### src/rtl/core/kfr_pkg.sv
package kfr_pkg;

  localparam int GA_W  = 18;
  localparam int CFG_IW = 2;
  localparam int CFG_DW = 2;

  typedef enum logic [1:0] {
    OP_WRITE = 2'd0,
    OP_READ  = 2'd1,
    OP_PEEK  = 2'd2,
    OP_LOAD  = 2'd3
  } op_t;

  typedef enum logic [CFG_IW-1:0] {
    REG_LEVEL_MODE   = 2'd0,
    REG_SINGLE_LEVEL = 2'd1,
    REG_WIDE_ROW     = 2'd2,
    REG_ROM_IS_LARGE = 2'd3
  } cfg_idx_t;

  typedef enum logic [1:0] {
    LVL_PORT  = 2'd0,
    LVL_WRITE = 2'd1,
    LVL_LOCK  = 2'd2
  } lvl_mode_t;

  localparam logic [GA_W-1:0] ROW_KEEP  = 18'h3f800;
  localparam logic [GA_W-1:0] COL_KEEP  = 18'h007e0;
  localparam logic [GA_W:0]   SMALL_ROM = 19'h20000;
  localparam logic [GA_W:0]   LARGE_ROM = 19'h40000;
  localparam logic [7:0]      BYTE_NONE = 8'hff;

  typedef struct packed {
    logic            is_fetch;
    logic            ok;
    logic            in_range;
    logic [GA_W-1:0] addr;
  } rd_req_t;

endpackage

### src/rtl/core/kfr_glyph_ctrl.sv
module kfr_glyph_ctrl #(
  parameter int ROM_BYTES = 262144
) (
  input  logic                       clk,
  input  logic                       rst_n,
  input  logic                       cfg_we,
  input  logic [kfr_pkg::CFG_IW-1:0] cfg_index,
  input  logic [kfr_pkg::CFG_DW-1:0] cfg_wdata,
  input  logic                       in_fire,
  input  logic [1:0]                 operation,
  input  logic [1:0]                 port_select,
  input  logic [7:0]                 data_byte,
  output kfr_pkg::rd_req_t           req
);

  localparam logic [kfr_pkg::GA_W:0] LIM_BYTES = (kfr_pkg::GA_W+1)'(ROM_BYTES);

  logic [1:0]              level_mode_r;
  logic                    single_level_r;
  logic                    wide_row_r;
  logic                    rom_is_large_r;
  logic [kfr_pkg::GA_W-1:0] ga_r, ga_nxt;
  logic                    wl_r, wl_nxt;

  logic [1:0]              port;
  logic                    level;
  logic [6:0]              row;
  logic [kfr_pkg::GA_W:0]  size;
  logic [kfr_pkg::GA_W:0]  lim;

  always_ff @(posedge clk) begin
    if (!rst_n) begin
      level_mode_r   <= 2'd0;
      single_level_r <= 1'b0;
      wide_row_r     <= 1'b0;
      rom_is_large_r <= 1'b1;
    end else if (cfg_we) begin
      unique case (cfg_index)
        kfr_pkg::REG_LEVEL_MODE:   level_mode_r   <= cfg_wdata;
        kfr_pkg::REG_SINGLE_LEVEL: single_level_r <= cfg_wdata[0];
        kfr_pkg::REG_WIDE_ROW:     wide_row_r     <= cfg_wdata[0];
        kfr_pkg::REG_ROM_IS_LARGE: rom_is_large_r <= cfg_wdata[0];
        default: ;
      endcase
    end
  end

  always_comb begin
    port = {port_select[1] & ~single_level_r, port_select[0]};
    req.ok = 1'b1;
    case (level_mode_r)
      kfr_pkg::LVL_LOCK: begin
        level  = wl_r;
        req.ok = (port[1] == wl_r);
      end
      kfr_pkg::LVL_WRITE: level = wl_r;
      default:            level = port[1];
    endcase
    req.is_fetch = (operation == kfr_pkg::OP_READ) || (operation == kfr_pkg::OP_PEEK);
    req.addr     = {ga_r[kfr_pkg::GA_W-1] | level, ga_r[kfr_pkg::GA_W-2:0]};
    size         = rom_is_large_r ? kfr_pkg::LARGE_ROM : kfr_pkg::SMALL_ROM;
    lim          = (size > LIM_BYTES) ? LIM_BYTES : size;
    req.in_range = ({1'b0, req.addr} < lim);
    row          = wide_row_r ? data_byte[6:0] : {1'b0, data_byte[5:0]};

    ga_nxt = ga_r;
    wl_nxt = wl_r;
    if (in_fire) begin
      case (operation)
        kfr_pkg::OP_WRITE: begin
          wl_nxt = port[1];
          if (port[0]) begin
            ga_nxt = (ga_r & kfr_pkg::COL_KEEP) | {row, 11'b0};
          end else begin
            ga_nxt = (ga_r & kfr_pkg::ROW_KEEP) | {7'b0, data_byte[5:0], 5'b0};
          end
        end
        kfr_pkg::OP_READ: begin
          if (req.ok) begin
            ga_nxt = {ga_r[kfr_pkg::GA_W-1:5], ga_r[4:0] + 5'd1};
          end
        end
        default: ;
      endcase
    end
  end

  always_ff @(posedge clk) begin
    if (!rst_n) begin
      ga_r <= '0;
      wl_r <= 1'b0;
    end else begin
      ga_r <= ga_nxt;
      wl_r <= wl_nxt;
    end
  end

endmodule

### config.mk
export PLATFORM = sky130hd
export DESIGN_NAME = kfr_glyph_ctrl
export DESIGN_NICKNAME = d
export VERILOG_FILES = /design/src/rtl/core/kfr_pkg.sv /design/src/rtl/core/kfr_glyph_ctrl.sv
export SDC_FILE = /design/constraint.sdc
export NUM_CORES = 1
export LEC_CHECK = 0
export ABC_AREA = 1
export BUFFER_PORTS_ARGS = -buffer_cell sky130_fd_sc_hd__buf_2
export CAP_MARGIN = 20
export CORE_ASPECT_RATIO = 0.75
export CORE_MARGIN = 2
export CORE_UTILIZATION = 42
export CTS_BUF_LIST = sky130_fd_sc_hd__clkbuf_8
export DETAILED_ROUTE_END_ITERATION = 10
export PLACE_DENSITY = 0.72
export SLEW_MARGIN = 20
export SYNTH_ARGS = -nofsm -noshare
export SYNTH_HDL_FRONTEND = slang
export SYNTH_SLANG_ARGS = --single-unit
### constraint.sdc
create_clock -name clk -period 1.65 [get_ports clk]
set_input_delay 0.2475 -clock clk [delete_from_list [all_inputs] [get_ports clk]]
set_output_delay 0.2475 -clock clk [all_outputs]
set_load 0.005 [all_outputs]
# == Yosys cells after proc, flatten, opt, wreduce, memory -nomap -nowiden ==
# Index checks and enable logic that the tools add are counted.
# classes
eq_ne,9
bitwise,6
magnitude_cmp,2
reduce_logical,12
n_addsub,1
mux,8
# ops
cell,n
$mux W19,2
$pmux W18 S2,1
$gt A19 B19 Y1 const B,1
$lt A18 B19 Y1,1
$mux W18,1
$or A11 B18 Y18,1
$or A18 B11 Y18,1
$reduce_and A2 Y1,5
$eq A2 B2 Y1 const B,4
$mux W7,1
$eq A2 B1 Y1 const B,3
$reduce_and A3 Y1,2
$add A5 B1 Y5 const B,1
$mux W5,1
$logic_not A2 Y1,2
$mux W1,2
$ne A2 B2 Y1 const B,1
$not A1 Y1,2
$reduce_bool A2 Y1,1
$reduce_or A2 Y1,1
$and A1 B1 Y1,1
$eq A1 B1 Y1,1
$logic_or A1 B1 Y1,1
$or A1 B1 Y1,1
# word_totals
wordCells,45
in_bits,20
output_inout_bits,21
ff_bits,24

# == Depth between registers and ports, before layout ==
# Gate-level depths: netlist of run 1.
# logic_depth
word_depth,6
ltp_mapped,8
depth_no_buf,8

# == Worst setup path after synthesis of run 1 ==
# Ideal clock, no wire load.
# synth_timing
path_type,flip-flop to output port
start,register level_mode_r[0]
end,output req[18] in the netlist's numbering
path_stages_with_launch,5
t_arrival_ns,1.008
path_slack_ns,0.394
path_buffers,0
required_ns,1.402
cell_sequence,dfxtp_1 > inv_1 > ha_1 > a211o_1 > nand2_1
# synth_lines
item,line_no,text
"start, declared",kfr_glyph_ctrl.sv:18,logic [1:0] level_mode_r;
"start signal, assigned",kfr_glyph_ctrl.sv:39,kfr_pkg::REG_LEVEL_MODE: level_mode_r <= cfg_wdata;
"end, declared",kfr_glyph_ctrl.sv:13,output kfr_pkg::rd_req_t req

==> results_dict.tcl, run 1 <==
set metrics [dict create \
    pre_cts_ws_ns 0.295 \
    synth_common_cells "nor2_1 (36), dfxtp_1 (24), o21ai_0 (18)" \
    worstPathArrival_ns 1.34 \
    syn-num-nets 194 \
    rrSetupSlack_ns 0.45 \
    die_height_um 51.2 \
    power_switching_uw 289 \
    cts.htree.levels 1 \
    drc_errors 0 \
    comb_power_share_pct 13.9 \
    drt-vias-per-instance 4.46 \
    synth_top_area_share_pct 38.4 \
    status "completed" \
    die_width_um 67.0 \
    ir_drop_mv 0.504 \
    cts.sinks 24 \
    synth-edff-count 0 \
    stdcell_area_um2 1430 \
    finalHoldViolations 0 \
    crit_path_start_kind "flop" \
    swShare_pct 24.5 \
    synth_area_um2 1250 \
    finalCriticalPeriod_ns 1.58 \
    worstSetupPathType "flop to primary output" \
    ys_seq_area_share_pct 38.4 \
    drt_iter0_drc 65 \
    ant_nets 0 \
    cts_hold_buffers 0 \
    wl_um 2280 \
    dp.final_hpwl_um 1740 \
    cp.required_ns 1.40 \
    synth.area.top_cells "dfxtp_1 (38%), nor2_1 (11%), buf_4 (10%)" \
    post_drt_wl_per_cell_um 9.77 \
    avgSynthCellArea_um2 7.35 \
    skew_ns 0.00438 \
    setup_violations 0 \
    pin_count 41 \
    yosys.area.top_type "dfxtp_1" \
    worstMarginPinSlew_ns 0.333 \
    antenna_found_initial 0 \
    coreArea_um2 2890 \
    synth_top_flop_cell "dfxtp_1" \
    setup-tns-final_ns 0 \
    p_clk_share_pct 33.5 \
    clk_pin_slew_ns 0.08 \
    cts_buffer_depth 2 \
    reg2reg_depth 8 \
    hp-class "input port to flop" \
    critPathCaptureType "primary output" \
    syn2layout_area_growth_pct 14.5 \
    grt_pass1_vias 880 \
    start_util_pct 43.2 \
    whs_endpoint "ga_r[15]" \
    core.rowCount 17 \
    drive_gt1_share_pct 31.3 \
    holdWs_ns 0.237 \
    critical_path.max_fanout 2 \
    gp_congestion 0.853 \
    grt_max_degree 23 \
    grt_pass1_wl_um 3700 \
    rsz0062_at_grt "yes" \
    dr.pass1.iters 4 \
    ys_ff_latch 24 \
    ys_warn_count 0 \
    r2r-end "ga_r[4]" \
    rr_startpoint "ga_r[0]" \
    setup_slack_ns 0.0654 \
    max_stage_delay_ns 0.32 \
    intPower_uw 891 \
    seqPwrFrac_pct 52.5 \
    nets 220 \
    fmax_mhz 631 \
    numCtsBuffers 3 \
    num_antenna_cells 0 \
    fin_crit_sh_pct 96.0 \
    crit_slowest_cell "dfxtp_2" \
    power.total_mw 1.18 \
    synth_cell_types 21 \
    place_area_um2 1350 \
    relSlewSlack_pct 77.8 \
    cap_violations 0 \
    cts_tree "done" \
    num_vias 1040 \
    p_leak_nw 0.713 \
    gr-usage-all-layers_pct 14.5 \
    syn_inst 170 \
    async_flop_share_pct 0 \
    path_cells "inv_2, ha_4, nor2_1, a211o_1, nand2_1, buf_2" \
    slew_viol_final 0 \
    design.die.area_um2 3430 \
    cellPowerDensity_nw_per_um2 824 \
    holdPathStages 3 \
    gr-total-overflow 0 \
    place.port_buffers 39 \
    yosysMostFrequentCell "nor2_1" \
    clkLatencyLatePin_ns 0.27 \
    min_from "data_byte[4]" \
    cts_root_buf "clkbuf_8" \
]
## logic make-up after synthesis
group                    share of synthesized area (%)
AND/OR/NAND/NOR                                   26.8
buffers and inverters                             18.4
AO/OA/AOI/OAI                                     12.3
flip-flops                                        38.4
adder cells (fa/ha/maj)                           4.00
## area by class of cell
class / count / area, um2
Fill cell: 315 / 1460
Inverter: 21 / 83.8
Tap cell: 38 / 47.5
Clock buffer: 4 / 55.1
Multi-Input combinational cell: 105 / 552
Sequential cell: 24 / 483
Timing Repair Buffer: 41 / 210
## per-layer routing
metal  track usage, %  vias up  wire length (um)
met5                0        -                 0
met4             7.14        0                14
met3             4.63        2               124
met2             21.0       27               947
met1             19.4      431              1190
li1                 -      580                 -
## worst max-delay path: cells and delay by family, from the launching register on
kind / cells / cell delay (ns)
buffers and inverters: 2 / 0.14
and+or+nand+nor: 2 / 0.10
adders and majority gates: 1 / 0.25
DFF: 1 / 0.32
AOI/OAI and AO/OA: 1 / 0.25
## worst max-delay path by stage
stage                    start  endpoint  slack [ns]  cells past startpoint
5_1_grt        level_mode_r[0]   req[18]      -0.002                      6
4_1_cts        level_mode_r[0]   req[18]        0.03                      5
2_1_floorplan  level_mode_r[0]   req[18]        0.39                      4
3_3_place_gp   level_mode_r[0]   req[18]        0.30                      5
3_5_place_dp   level_mode_r[0]   req[18]        0.29                      5
6_report       level_mode_r[0]   req[18]        0.07                      6
## what timing repair did
action | CTS | global route
setup buffers | 0 | 1
resized for setup | 0 | 4
setup endpoints to repair | 1 | 2
pin swaps | 1 | 4
## power groups by stage
stage | clock [mW] | sequential, mW | combinational, mW
after floorplan | 0 | 0.629 | 0.119
after global placement | 0 | 0.632 | 0.160
after detailed placement | 0 | 0.633 | 0.162
after CTS | 0.414 | 0.619 | 0.162
after global routing | 0.440 | 0.624 | 0.190
final | 0.396 | 0.620 | 0.164
## layout by cell type (no fill, tap or decap)
cell,synthesis,layout
a211o_1,1,1
inv_1,17,16
nor2_1,36,36
clkbuf_8,0,4
nor3_2,1,1
buf_4,17,2
o21ai_0,18,18
ha_1,4,3
nand2_2,3,3
nand3_1,15,15
dfxtp_1,24,22
nand2_1,13,13
clkinv_4,1,1
ha_4,0,1
buf_2,0,39
nor2_4,1,1
a21oi_1,8,8
dfxtp_2,0,2
nand4_2,1,1
nand4_1,2,2
nand2_4,1,1
inv_2,3,4
o21a_4,1,1
## registers in the layout (all words and copies together), names as in the netlist
signal / count
level_mode_r: 2
rom_is_large_r: 1
single_level_r: 1
ga_r: 18
wl_r: 1
wide_row_r: 1
## through the flow
stage | instances | utilization, %
floorplan | 170 | -
global placement | 228 | 46.8
detailed placement | 228 | 46.8
CTS | 232 | 48.7
global route | 233 | 49.5
finish | 233 | 49.5
No activity file was read; power rests on OpenSTA's default activity.
==> run 2, diff against run 1 <==
--- a/config.mk
+++ b/config.mk
@@ -13,7 +13,9 @@
 export CORE_UTILIZATION = 42
 export CTS_BUF_LIST = sky130_fd_sc_hd__clkbuf_8
 export DETAILED_ROUTE_END_ITERATION = 10
+export HOLD_SLACK_MARGIN = 0.06
 export PLACE_DENSITY = 0.72
+export SETUP_SLACK_MARGIN = 0.2
 export SLEW_MARGIN = 20
 export SYNTH_ARGS = -nofsm -noshare
 export SYNTH_HDL_FRONTEND = slang
==> run 2 against run 1 <==
Global-route usage stayed put. Largest cell class unchanged. Worst setup slack better by 0.011 ns. Critical endpoint unchanged. Clock-buffer cell count stayed put.
==> results_dict.tcl, run 2 (synthesized netlist as in run 1, its figures left out) <==
set metrics [dict create \
    status "completed" \
    gr-usage-all-layers_pct 14.5 \
    final_cell_mix "buf_2 (39), nor2_1 (36), dfxtp_1 (23)" \
    drt_iter0_drc 65 \
    post_drt_wl_per_cell_um 9.77 \
    syn2layout_area_growth_pct 14.4 \
    cts_root_buf "clkbuf_8" \
    dp_cells 228 \
    path_cells "inv_2, ha_4, nor2_1, a211o_1, nand2_1, buf_2" \
    worstPathArrival_ns 1.33 \
    cap_violations 0 \
    path_buf_inv 2 \
    num_antenna_cells 0 \
    die_width_um 67.0 \
    cts_tree "done" \
    largest_registers "ga_r (18), level_mode_r (2)" \
    design.die.area_um2 3430 \
    crit_start "level_mode_r[0]" \
    regMostFlops "ga_r" \
    finalHoldViolations 0 \
    drive_gt1_share_pct 30.8 \
    layout_commonest_cell "buf_2" \
    clk_pin_slew_ns 0.08 \
    gr-total-overflow 0 \
    drc_errors 0 \
    worstMarginPinSlew_ns 0.336 \
    skew_ns 0.00534 \
    cellPowerDensity_nw_per_um2 825 \
    cts.sinks 24 \
    critical_path.max_fanout 2 \
    worstSetupPathType "flop to primary output" \
    n_fill_cell 317 \
    core.rowCount 17 \
    grt_pass1_wl_um 3700 \
    wl_um 2280 \
    setup_violations 0 \
    nets 220 \
    rsz0062_at_grt "yes" \
    place.port_buffers 39 \
    fmax_mhz 635 \
    cp.required_ns 1.40 \
    finalCriticalPeriod_ns 1.57 \
    start_util_pct 43.2 \
    dp.final_hpwl_um 1740 \
    cts_hold_buffers 0 \
    numCtsBuffers 3 \
    relSlewSlack_pct 77.6 \
    antenna_found_initial 0 \
    largest_reg_flops 18 \
    ir_drop_mv 0.504 \
    clkLatencyLatePin_ns 0.27 \
    num_vias 1042 \
    coreArea_um2 2890 \
    die_height_um 51.2 \
    drt-vias-per-instance 4.47 \
    dr.pass1.iters 4 \
    grt_pass1_vias 870 \
    cts.htree.levels 1 \
    critPathCaptureType "primary output" \
    rr_startpoint "ga_r[0]" \
    min_from "data_byte[4]" \
    setup-tns-final_ns 0 \
    crit_slowest_cell "dfxtp_2" \
    seqCellArea_um2 482 \
    pin_count 41 \
    gp_congestion 0.853 \
    final_cells 233 \
    cts_buffer_depth 2 \
    p_leak_nw 0.713 \
    ant_nets 0 \
    max_stage_delay_ns 0.32 \
    hp-class "input port to flop" \
    critical-path-top-delay-family "flip-flops" \
    crit_path_start_kind "flop" \
    multi_input_area_um2 552 \
    slew_viol_final 0 \
    fin_crit_sh_pct 95.4 \
    grt_max_degree 23 \
]
-- run 2: metrics by stage --
stage                     total power, mW  hold slack, ns  cell area, um2  worst slack (ns)  util [%]
after detailed placement            0.794           0.453            1350             0.295      46.8
final                                1.18           0.236            1430            0.0762      49.4
after CTS                            1.20           0.231            1430            0.0695      49.4
after floorplan                     0.749           0.386            1250             0.394         -
after global routing                 1.26           0.244            1430           0.00240      49.4
after global placement              0.792           0.446            1350             0.303      46.8
-- run 2: worst paths after layout --
path               endpoint  slack [ns]  depth (start not counted)
max                 req[18]        0.08                          6
min                ga_r[15]        0.24                          3
max reg2reg         ga_r[4]        0.45                          8
min reg2reg  single_level_r        0.46                          2
-- run 2: power by group --
group	switching, mW	internal, mW
Combinational	0.0895	0.0751
Clock	0.182	0.213
Sequential	0.0167	0.603
Total	0.288	0.891
-- run 2: layer usage --
metal / track usage, % / share of wire (%)
met4: 7.14 / 0.61
met5: 0 / 0
met2: 20.7 / 42
met3: 4.63 / 5.4
met1: 19.7 / 52
-- run 2: what timing repair did --
item / 4_1_cts / 5_1_grt
resized for setup: 3 / 0
pin swaps: 2 / 0
endpoints found under the setup margin: 2 / 2
buffers inserted: 1 / 0
cloned: 0 / 0
-- run 2: cell type report --
class | instances | share of cell area, %
Clock buffer | 4 | 3.85
Inverter | 21 | 5.86
Tap cell | 38 | 3.32
Timing Repair Buffer | 41 | 14.7
Sequential cell | 24 | 33.7
Multi-Input combinational cell | 105 | 38.6
-- run 2: worst reg2reg max path: cells and delay by family (launching register included) --
kind                     cells  cell delay [ns]
adder cells (fa/ha/maj)      1             0.23
buffers and inverters        1             0.07
flip-flops                   1             0.43
AND/OR/NAND/NOR              6             0.37
